`src/rtl/grna_pkg.sv`:
```
// Shared types and constants for the gated nearest reflector association block.
// No dependencies; every other RTL file imports this package.
`default_nettype none
package grna_pkg;

    localparam int MAP_DEPTH   = 64;
    localparam int IDX_W       = $clog2(MAP_DEPTH);
    localparam int CNT_W       = $clog2(MAP_DEPTH + 1);

    localparam int COORD_W     = 32;
    localparam int TRIG_W      = 16;
    localparam int BASE_W      = 31;
    localparam int SLOPE_W     = 16;
    localparam int QIDX_W      = 8;
    localparam int MAP_INDEX_W = 6;
    localparam int CMD_W       = 2;
    localparam int CFG_IDX_W   = 3;
    localparam int CFG_DATA_W  = 32;
    localparam int IN_DATA_W   = 72;
    localparam int OUT_DATA_W  = 16;

    localparam int ROT_W       = 48;
    localparam int Q_W         = 35;
    localparam int DIFF_W      = 35;
    localparam int SQ_W        = 2 * DIFF_W;
    localparam int D2_W        = SQ_W + 1;
    localparam int RAD_W       = 64;
    localparam int RANGE_W     = 32;
    localparam int GATE_W      = 33;
    localparam int GATE2_W     = 2 * GATE_W;
    localparam int MUL_W       = 34;
    localparam int PROD_W      = 2 * MUL_W;
    localparam int FRAC_TRIG   = 14;
    localparam int FRAC_SLOPE  = 16;

    typedef enum logic [CMD_W-1:0] {
        CMD_LOAD  = 2'd0,
        CMD_QUERY = 2'd1,
        CMD_CLEAR = 2'd2,
        CMD_NONE  = 2'd3
    } cmd_t;

    localparam logic [CFG_IDX_W-1:0] CFG_REL_COS   = 3'd0;
    localparam logic [CFG_IDX_W-1:0] CFG_REL_SIN   = 3'd1;
    localparam logic [CFG_IDX_W-1:0] CFG_REL_DX    = 3'd2;
    localparam logic [CFG_IDX_W-1:0] CFG_REL_DY    = 3'd3;
    localparam logic [CFG_IDX_W-1:0] CFG_BASE      = 3'd4;
    localparam logic [CFG_IDX_W-1:0] CFG_SLOPE     = 3'd5;

    typedef struct packed {
        logic signed [TRIG_W-1:0]  rel_cos;
        logic signed [TRIG_W-1:0]  rel_sin;
        logic signed [COORD_W-1:0] rel_dx;
        logic signed [COORD_W-1:0] rel_dy;
        logic [BASE_W-1:0]         base_threshold;
        logic [SLOPE_W-1:0]        range_slope;
    } cfg_t;

    typedef struct packed {
        logic signed [Q_W-1:0] qx;
        logic signed [Q_W-1:0] qy;
        logic [GATE2_W-1:0]    gate2;
    } geom_t;

endpackage
`default_nettype wire

```
`src/rtl/grna_cell.sv`:
```
// One map slot of the reflector ring: holds a point and passes it to its neighbor.
// Depends on grna_pkg.
`default_nettype none
module grna_cell (
    input  wire logic                               clk,
    input  wire logic                               shift_en,
    input  wire logic signed [grna_pkg::COORD_W-1:0] shift_x,
    input  wire logic signed [grna_pkg::COORD_W-1:0] shift_y,
    input  wire logic                               wr_en,
    input  wire logic signed [grna_pkg::COORD_W-1:0] wr_x,
    input  wire logic signed [grna_pkg::COORD_W-1:0] wr_y,
    output logic signed [grna_pkg::COORD_W-1:0]      x,
    output logic signed [grna_pkg::COORD_W-1:0]      y
);
    import grna_pkg::*;

    logic signed [COORD_W-1:0] x_reg;
    logic signed [COORD_W-1:0] y_reg;

    always_ff @(posedge clk)
    begin
        if (shift_en)
        begin
            x_reg <= shift_x;
            y_reg <= shift_y;
        end
        else if (wr_en)
        begin
            x_reg <= wr_x;
            y_reg <= wr_y;
        end
    end

    assign x = x_reg;
    assign y = y_reg;

endmodule
`default_nettype wire

```
`config.mk`:
```
export PLATFORM = sky130hd
export DESIGN_NAME = grna_cell
export DESIGN_NICKNAME = d
export VERILOG_FILES = /design/src/rtl/grna_pkg.sv /design/src/rtl/grna_cell.sv
export SDC_FILE = /design/constraint.sdc
export NUM_CORES = 1
export LEC_CHECK = 0
export BUFFER_PORTS_ARGS = -buffer_cell sky130_fd_sc_hd__clkbuf_2
export CAP_MARGIN = 30
export CORE_ASPECT_RATIO = 1.2
export CORE_MARGIN = 4
export CORE_UTILIZATION = 43
export DETAILED_ROUTE_END_ITERATION = 8
export MAX_ROUTING_LAYER = met4
export PLACE_DENSITY = 0.92
export SLEW_MARGIN = 5
export SYNTH_ARGS = -nofsm -noshare
export SYNTH_HDL_FRONTEND = slang
export SYNTH_SLANG_ARGS = --single-unit
```
`constraint.sdc`:
```
create_clock -name clk -period 8.3 [get_ports clk]
set_input_delay 1.66 -clock clk [delete_from_list [all_inputs] [get_ports clk]]
set_output_delay 1.66 -clock clk [all_outputs]
set_load 0.05 [all_outputs]
```
==> results of run 1 <==
## kinds of logic (layout without fill, tap and decap cells)
logic type             Yosys count  after routing  share of synthesized area, %
multiplexers                    64             64                          31.1
AND/OR/NAND/NOR                  1              1                         0.215
buffers and inverters            7            212                          2.50
flip-flops                      64             64                          66.1
## where the power goes
group | total (mW) | switching (mW) | leakage, nW | internal [mW]
logic | 0.245 | 0.168 | 1.28 | 0.0770
registers | 0.407 | 0.00956 | 0.652 | 0.397
clock network | 0.244 | 0.107 | 0.0941 | 0.137
## final timing paths
kind / endpoint / from / slack (ns)
worst min-delay path: x[20]$_DFFE_PP_ / wr_x[20] / 1.63
worst max-delay path: y[0]$_DFFE_PP_ / shift_en / 5.32
## cell usage in the layout (no fill, tap or decap), drive strengths merged
master | netlist | routed
buf | 7 | 3
bufinv | 0 | 1
clkbuf | 0 | 205
clkinv | 0 | 3
edfxtp | 64 | 64
mux2 | 64 | 64
or2 | 1 | 1
## cell usage after synthesis, drive strengths merged
cell type	number	area (um2)
edfxtp	64	1920
mux2	64	905
buf	7	72.6
or2	1	6.26
## critical path, delay by kind of cell
kind	cells	cell delay, ns
buffers and inverters	2	0.97
muxes	1	0.40
## metrics by stage
stage	hold WS [ns]	cell area, um2
after floorplan	1.88	2910
after global placement	1.96	3930
after detailed placement	1.96	3930
after CTS	1.61	4110
after global routing	1.61	4110
final	1.63	4110
## metal layers
| metal | wire length, um | vias up |
|---|---|---|
| li1 | - | 936 |
| met1 | 2310 | 892 |
| met2 | 3560 | 123 |
| met3 | 628 | 13 |
| met4 | 137 | 0 |
| met5 | 0 | - |
## final cells by class
cell class,instances,area (um2),area share [%]
sequential,64,1920,46.8
clock inverter,4,45.0,1.10
timing repair buffer,196,988,24.1
tap,85,106,2.59
multi-input combinational,65,911,22.2
clock buffer,12,135,3.29
==> impl_metrics.env, run 1 <==
export IMPL_status="complete, no violations"
export IMPL_drtIter0Drc=79
export IMPL_num_antenna_cells=0
export IMPL_synth_distinct_cells=6
export IMPL_finalSetupViolations=0
export IMPL_synth_area_per_cell_um2=21.4
export IMPL_syn2layout_area_growth_pct=41.4
export IMPL_syn_area_um2=2910
export IMPL_start_util_pct=44.8
export IMPL_crit_path_frequent_cell="buf_4"
export IMPL_peakVddDrop_mv=0.141
export IMPL_wire_per_inst_um=15.6
export IMPL_end_kind="flip-flop"
export IMPL_grt_start_max_net_pins=65
export IMPL_top_usage_layer="met2"
export IMPL_whs_path_depth=2
export IMPL_min_path_type="in -> reg"
export IMPL_num_vias=1964
export IMPL_cts_made_buffers=9
export IMPL_overflow=0
export IMPL_core_area_um2=6490
export IMPL_cap_violations=0
export IMPL_clk_pin_slew_ns=0.07
export IMPL_syn_num_nets=267
export IMPL_cts_resized=0
export IMPL_fin_util_pct=63.3
export IMPL_synth_seq_area_share_pct=66.1
export IMPL_vias_per_cell=4.61
export IMPL_grt_pass1_wl_um=10200
export IMPL_die_height_um=98.0
export IMPL_critical_path_max_stage_delay_ns=0.62
export IMPL_critPathLaunchType="primary input"
export IMPL_num_rows=32
export IMPL_drc=0
export IMPL_place_gp_congestion=0.818
export IMPL_syn_inst=136
export IMPL_worstPathArrival_ns=3.06
export IMPL_die_area_um2=8140
export IMPL_tritoncts="done"
export IMPL_rsz0062_at_grt="false"
export IMPL_post_cts_setup_buffer_count=0
export IMPL_layout_cells_non_filler=426
export IMPL_critPathMaxFanout=41
export IMPL_dp_cells=410
export IMPL_io_pins=195
export IMPL_n_fill_cell=518
export IMPL_met2_usage_pct=28.7
export IMPL_cp_data_required_time_ns=8.38
export IMPL_hold_buffers=0
export IMPL_portBuffers=194
export IMPL_use_met1_pct=17.2
export IMPL_post_place_ws_ns=4.95
export IMPL_drive_gt1_share_pct=80.4
export IMPL_slowest_stage="buf_4"
export IMPL_worstSetupPathType="in -> reg"
export IMPL_yosysWarnings=0
export IMPL_worstMarginPinSlew_ns=0.794
export IMPL_cts_sinks=64
export IMPL_worstPathCellList="buf_4, buf_4, mux2_2"
export IMPL_firstDrtPassIters=4
export IMPL_ant_nets=0
export IMPL_dpl_hpwl_um=5370
export IMPL_root_buffer="clkbuf_8"
export IMPL_p_leak_nw=2.03
export IMPL_fin_tns_setup_ns=0
export IMPL_fin_nets=467
export IMPL_worst_slack_ns=5.32
export IMPL_grt_usage_pct=16.8
export IMPL_wl_um=6640
export IMPL_fmax_mhz=335
export IMPL_antenna_found_initial=0
export IMPL_maxSlewHeadroom_pct=47.1
export IMPL_post_route_min_period_ns=2.98
export IMPL_fin_total_pwr_uw=897
export IMPL_grt_pass1_vias=2116
export IMPL_gr_usage_met3_pct=5.57
export IMPL_fin_crit_sh_pct=36.0
export IMPL_synth_ff_latch_count=64
export IMPL_maxSlewViolCount=0
export IMPL_cts_htree_levels=3
export IMPL_power_density_nw_per_um2=218
export IMPL_hold_viol=0
export IMPL_clockBufferDepth=2
export IMPL_die_width_um=83.0
Note: power is estimated with default switching activity, not from simulation.
==> inputs of run 2 (changes only) <==
--- a/config.mk
+++ b/config.mk
@@ -5,14 +5,15 @@
 export SDC_FILE = /design/constraint.sdc
 export NUM_CORES = 1
 export LEC_CHECK = 0
+export ABC_AREA = 1
 export BUFFER_PORTS_ARGS = -buffer_cell sky130_fd_sc_hd__clkbuf_2
 export CAP_MARGIN = 30
 export CORE_ASPECT_RATIO = 1.2
 export CORE_MARGIN = 4
-export CORE_UTILIZATION = 43
+export CORE_UTILIZATION = 41
 export DETAILED_ROUTE_END_ITERATION = 8
 export MAX_ROUTING_LAYER = met4
-export PLACE_DENSITY = 0.92
+export PLACE_DENSITY = 0.9
 export SLEW_MARGIN = 5
 export SYNTH_ARGS = -nofsm -noshare
 export SYNTH_HDL_FRONTEND = slang
==> constraint.sdc (replaced) <==
create_clock -name clk -period 2.88 [get_ports clk]
set_input_delay 0.576 -clock clk [delete_from_list [all_inputs] [get_ports clk]]
set_output_delay 0.576 -clock clk [all_outputs]
set_load 0.05 [all_outputs]
==> run 2 against run 1 <==
Effect of this change: global-route usage is 1.4 points higher; sequential power rose to 2.9 times the previous value; hold slack got worse by 1.1 ns.
==> impl_metrics.env, run 2 <==
export IMPL_dp_cells=539
export IMPL_min_to="y[26]$_DFFE_PP_"
export IMPL_fin_util_pct=61.0
export IMPL_hold_buffers=0
export IMPL_drive_gt1_share_pct=44.8
export IMPL_synth_area_leader_cell="edfxtp_1"
export IMPL_final_common_cell="clkbuf_2"
export IMPL_finalSetupViolations=0
export IMPL_power_density_nw_per_um2=644
export IMPL_hold_viol=0
export IMPL_antenna_found_initial=0
export IMPL_drc=0
export IMPL_wire_per_inst_um=13.0
export IMPL_worst_slack_ns=1.28
export IMPL_die_area_um2=8100
export IMPL_maxSlewViolCount=0
export IMPL_seq_power_share_pct=46.0
export IMPL_die_height_um=97.8
export IMPL_whs_path_depth=3
export IMPL_cts_made_buffers=9
export IMPL_firstDrtPassIters=4
export IMPL_cts_htree_levels=3
export IMPL_internal_power_mw=1.70
export IMPL_maxSlewHeadroom_pct=65.2
export IMPL_fin_crit_sh_pct=55.6
export IMPL_num_vias=2513
export IMPL_start_util_pct=42.5
export IMPL_syn_num_nets=402
export IMPL_tritoncts="done"
export IMPL_grt_pass1_vias=2504
export IMPL_core_area_um2=6490
export IMPL_clockBufferDepth=2
export IMPL_swShare_pct=33.4
export IMPL_post_cts_setup_buffer_count=0
export IMPL_synth_seq_area_share_pct=69.8
export IMPL_grt_start_max_net_pins=65
export IMPL_rsz0062_at_grt="false"
export IMPL_pwr_share_clk_pct=27.7
export IMPL_critPathMaxFanout=50
export IMPL_vias_per_cell=4.52
export IMPL_cts_resized=0
export IMPL_fin_nets=597
export IMPL_synth_area_per_cell_um2=10.2
export IMPL_mostFrequentLayoutCells="clkbuf_2 (194), nand2_1 (192), edfxtp_1 (64), clkbuf_8 (9)"
export IMPL_status="complete, no violations"
export IMPL_ys_top_cells_by_count="nand2_1 (192), edfxtp_1 (64), buf_2 (7)"
export IMPL_grt_usage_pct=18.1
export IMPL_die_width_um=82.8
export IMPL_min_path_type="in -> reg"
export IMPL_yosysWarnings=0
export IMPL_syn_area_um2=2760
export IMPL_fmax_mhz=625
export IMPL_synth_ff_latch_count=64
export IMPL_drtIter0Drc=201
export IMPL_wl_um=7260
export IMPL_syn2layout_area_growth_pct=43.6
export IMPL_fin_area_um2=3960
export IMPL_place_gp_congestion=0.862
export IMPL_cts_sinks=64
export IMPL_critPathLaunchType="primary input"
export IMPL_cap_violations=0
export IMPL_n_fill_cell=563
export IMPL_worstPathArrival_ns=1.60
export IMPL_p_leak_nw=2.15
export IMPL_clk_pin_slew_ns=0.07
export IMPL_dpl_hpwl_um=5570
export IMPL_ys_flop_type="edfxtp_1"
export IMPL_io_pins=195
export IMPL_ant_nets=0
export IMPL_overflow=0
export IMPL_root_buffer="clkbuf_8"
export IMPL_worstSetupPathType="in -> reg"
export IMPL_post_route_min_period_ns=1.60
export IMPL_cp_data_required_time_ns=2.88
export IMPL_place_area_um2=3760
export IMPL_yosys_area_top_type_share_pct=69.8
export IMPL_combPwrFrac_pct=26.4
export IMPL_num_rows=32
export IMPL_end_kind="flip-flop"
export IMPL_worstMarginPinSlew_ns=0.522
export IMPL_post_place_ws_ns=0.867
export IMPL_synth_area_leaders="edfxtp_1 (70%), nand2_1 (26%), buf_6 (2.5%)"
export IMPL_peakVddDrop_mv=0.405
export IMPL_grt_pass1_wl_um=11300
export IMPL_fin_tns_setup_ns=0
export IMPL_async_reset_ff_share_pct=0
export IMPL_synth_distinct_cells=6
export IMPL_yosysMostFrequentCell="nand2_1"
export IMPL_min_delay_start="wr_y[26]"
export IMPL_layout_cells_non_filler=556
export IMPL_num_antenna_cells=0
export IMPL_syn_inst=271
export IMPL_portBuffers=194
export IMPL_switchingPower_uw=851
export IMPL_synth_edff_count=64
run 2: power groups by stage:
| stage | logic (mW) | clock network, mW | registers [mW] |
|---|---|---|---|
| 2_1_floorplan | 0.103 | 0 | 1.56 |
| 3_3_place_gp | 0.665 | 0 | 1.19 |
| 3_5_place_dp | 0.675 | 0 | 1.19 |
| 4_1_cts | 0.676 | 0.723 | 1.17 |
| 5_1_grt | 0.711 | 0.764 | 1.18 |
| 6_report | 0.672 | 0.705 | 1.17 |
run 2: per-stage QoR:
| step | hold slack [ns] | total power, mW |
|---|---|---|
| after global placement | 0.840 | 1.85 |
| after floorplan | 0.755 | 1.66 |
| final | 0.511 | 2.55 |
| after CTS | 0.493 | 2.57 |
| after global routing | 0.500 | 2.66 |
| after detailed placement | 0.844 | 1.87 |
run 2: how the worst max path moves through the flow:
stage	endpoint	startpoint	slack, ns	cells past startpoint
2_1_floorplan	x[0]$_DFFE_PP_	shift_en	0.94	2
6_report	x[7]$_DFFE_PP_	shift_en	1.28	3
3_5_place_dp	x[23]$_DFFE_PP_	shift_en	0.87	4
4_1_cts	x[23]$_DFFE_PP_	shift_en	1.21	4
3_3_place_gp	x[13]$_DFFE_PP_	shift_en	0.97	3
5_1_grt	x[21]$_DFFE_PP_	shift_en	1.22	3
run 2: layout make-up:
class	count	area (um2)	share of cell area, %
multi-input combinational	193	727	18.4
clock inverter	5	47.5	1.20
tap	85	106	2.69
clock buffer	11	131	3.32
sequential	64	1920	48.6
timing repair buffer	197	1020	25.7
inverter	1	3.75	0.0949
run 2: critical path, stage by stage:
cell and delay, ns:
clkbuf_2 0.27, or2_2 0.41, buf_12 0.31
run 2: cells by family after synthesis:
family / after synthesis / synth area share, %
DFF: 64 / 69.8
buffers and inverters: 14 / 3.86
and+or+nand+nor: 193 / 26.4
run 2: per-layer routing:
metal,part of all wire [%],track usage (%)
met1,36,19.8
met2,53,30.2
met3,8.5,5.57
met4,2.0,8.43
met5,0,-
==> inputs of run 3 (changes only) <==
--- a/config.mk
+++ b/config.mk
@@ -10,10 +10,10 @@
 export CAP_MARGIN = 30
 export CORE_ASPECT_RATIO = 1.2
 export CORE_MARGIN = 4
-export CORE_UTILIZATION = 41
+export CORE_UTILIZATION = 37
 export DETAILED_ROUTE_END_ITERATION = 8
 export MAX_ROUTING_LAYER = met4
-export PLACE_DENSITY = 0.9
+export PLACE_DENSITY = 0.86
 export SLEW_MARGIN = 5
 export SYNTH_ARGS = -nofsm -noshare
 export SYNTH_HDL_FRONTEND = slang
==> constraint.sdc (replaced) <==
create_clock -name clk -period 1.3 [get_ports clk]
set_input_delay 0.26 -clock clk [delete_from_list [all_inputs] [get_ports clk]]
set_output_delay 0.26 -clock clk [all_outputs]
set_load 0.05 [all_outputs]
==> run 3 against run 2 <==
Effect of this change: die area is 9.8% higher; core utilization is 6.1 points lower; sequential cell count stayed put; critical path type is now reg -> out.
==> impl_metrics.env, run 3 (synthesis results as in run 2) <==
export IMPL_status="complete, no violations"
export IMPL_num_rows=34
export IMPL_fin_tns_setup_ns=0
export IMPL_grt_pass1_wl_um=10200
export IMPL_grt_start_max_net_pins=65
export IMPL_power_density_nw_per_um2=1420
export IMPL_critPathMaxFanout=1
export IMPL_min_delay_start="wr_y[8]"
export IMPL_final_common_cell="clkbuf_2"
export IMPL_cts_sinks=64
export IMPL_critical_path_max_stage_delay_ns=0.38
export IMPL_vias_per_cell=4.48
export IMPL_hold_buffers=0
export IMPL_p_leak_nw=2.16
export IMPL_worst_slack_ns=0.0763
export IMPL_place_gp_congestion=0.777
export IMPL_fin_crit_sh_pct=94.1
export IMPL_slowest_stage="edfxtp_1"
export IMPL_layout_cells_non_filler=561
export IMPL_cts_htree_levels=3
export IMPL_min_path_type="in -> reg"
export IMPL_portBuffers=194
export IMPL_post_route_min_period_ns=1.22
export IMPL_peakVddDrop_mv=0.777
export IMPL_n_fill_cell=667
export IMPL_wire_per_inst_um=12.7
export IMPL_rsz0062_at_grt="false"
export IMPL_finalSetupViolations=0
export IMPL_maxSlewHeadroom_pct=73.4
export IMPL_die_area_um2=8900
export IMPL_antenna_found_initial=0
export IMPL_clk_pin_slew_ns=0.07
export IMPL_grt_pass1_vias=2260
export IMPL_post_cts_setup_buffer_count=0
export IMPL_start_util_pct=38.1
export IMPL_worstSetupPathType="reg -> out"
export IMPL_overflow=0
export IMPL_hold_viol=0
export IMPL_drc=0
export IMPL_tritoncts="done"
export IMPL_worstPathCellList="clkbuf_2"
export IMPL_fin_util_pct=54.9
export IMPL_mostFrequentLayoutCells="clkbuf_2 (194), nand2_1 (192), edfxtp_1 (64), clkbuf_8 (9), clkinv_2 (3)"
export IMPL_firstDrtPassIters=4
export IMPL_path_buf_inv=1
export IMPL_whs_path_depth=3
export IMPL_cts_made_buffers=9
export IMPL_core_area_um2=7230
export IMPL_cts_resized=0
export IMPL_maxSlewViolCount=0
export IMPL_io_pins=195
export IMPL_drtIter0Drc=80
export IMPL_min_to="y[8]$_DFFE_PP_"
export IMPL_worstMarginPinSlew_ns=0.398
export IMPL_fin_nets=598
export IMPL_dp_cells=546
export IMPL_die_height_um=103
export IMPL_root_buffer="clkbuf_8"
export IMPL_post_place_ws_ns=0.117
export IMPL_end_kind="output pin"
export IMPL_grt_usage_pct=15.8
export IMPL_fmax_mhz=817
export IMPL_critPathLaunchType="flip-flop"
export IMPL_cpLargestDelayFamily="flip-flops"
export IMPL_num_antenna_cells=0
export IMPL_wl_um=7120
export IMPL_fin_total_pwr_mw=5.64
export IMPL_syn2layout_area_growth_pct=44.1
export IMPL_worstPathArrival_ns=0.96
export IMPL_clockBufferDepth=2
export IMPL_drive_gt1_share_pct=45.2
export IMPL_die_width_um=86.8
export IMPL_num_vias=2513
export IMPL_cp_data_required_time_ns=1.04
export IMPL_cap_violations=0
export IMPL_dpl_hpwl_um=5540
export IMPL_ant_nets=0
run 3: final cells by class:
cell class	count	area, um2	area share, %
well taps	90	113	2.84
clock inverters	5	48.8	1.23
multi-input cells	193	729	18.4
repair buffers	198	1030	25.8
flip-flops and latches	64	1920	48.4
inverters	1	3.75	0.0945
clock buffers	10	128	3.21
run 3: worst max-delay path by stage:
stage / from / to / slack (ns) / depth (start not counted)
after global placement: wr_en / x[5]$_DFFE_PP_ / 0.13 / 3
after floorplan: shift_en / x[0]$_DFFE_PP_ / 0.008 / 2
after global routing: x[18]$_DFFE_PP_ / x[18] / 0.02 / 1
after CTS: x[31]$_DFFE_PP_ / x[31] / 0.05 / 1
after detailed placement: shift_en / x[17]$_DFFE_PP_ / 0.12 / 3
final: y[10]$_DFFE_PP_ / y[10] / 0.08 / 1
run 3: through the flow:
step | hold WS [ns] | cell area (um2)
global placement | 0.525 | 3790
global route | 0.165 | 3970
floorplan | 0.439 | 2760
CTS | 0.172 | 3970
finish | 0.194 | 3970
detailed placement | 0.528 | 3790
run 3: routing by layer:
| metal | track usage [%] | vias up | routed length, um |
|---|---|---|---|
| met5 | - | - | 0 |
| li1 | - | 1259 | - |
| met2 | 26.7 | 121 | 3670 |
| met3 | 4.80 | 18 | 665 |
| met1 | 16.5 | 1115 | 2570 |
| met4 | 8.15 | 0 | 210 |
run 3: power by group:
part	internal, mW	total, mW	switching, mW	leakage [nW]
logic	0.363	1.50	1.13	1.41
clock network	0.859	1.55	0.688	0.0933
registers	2.53	2.59	0.0576	0.659
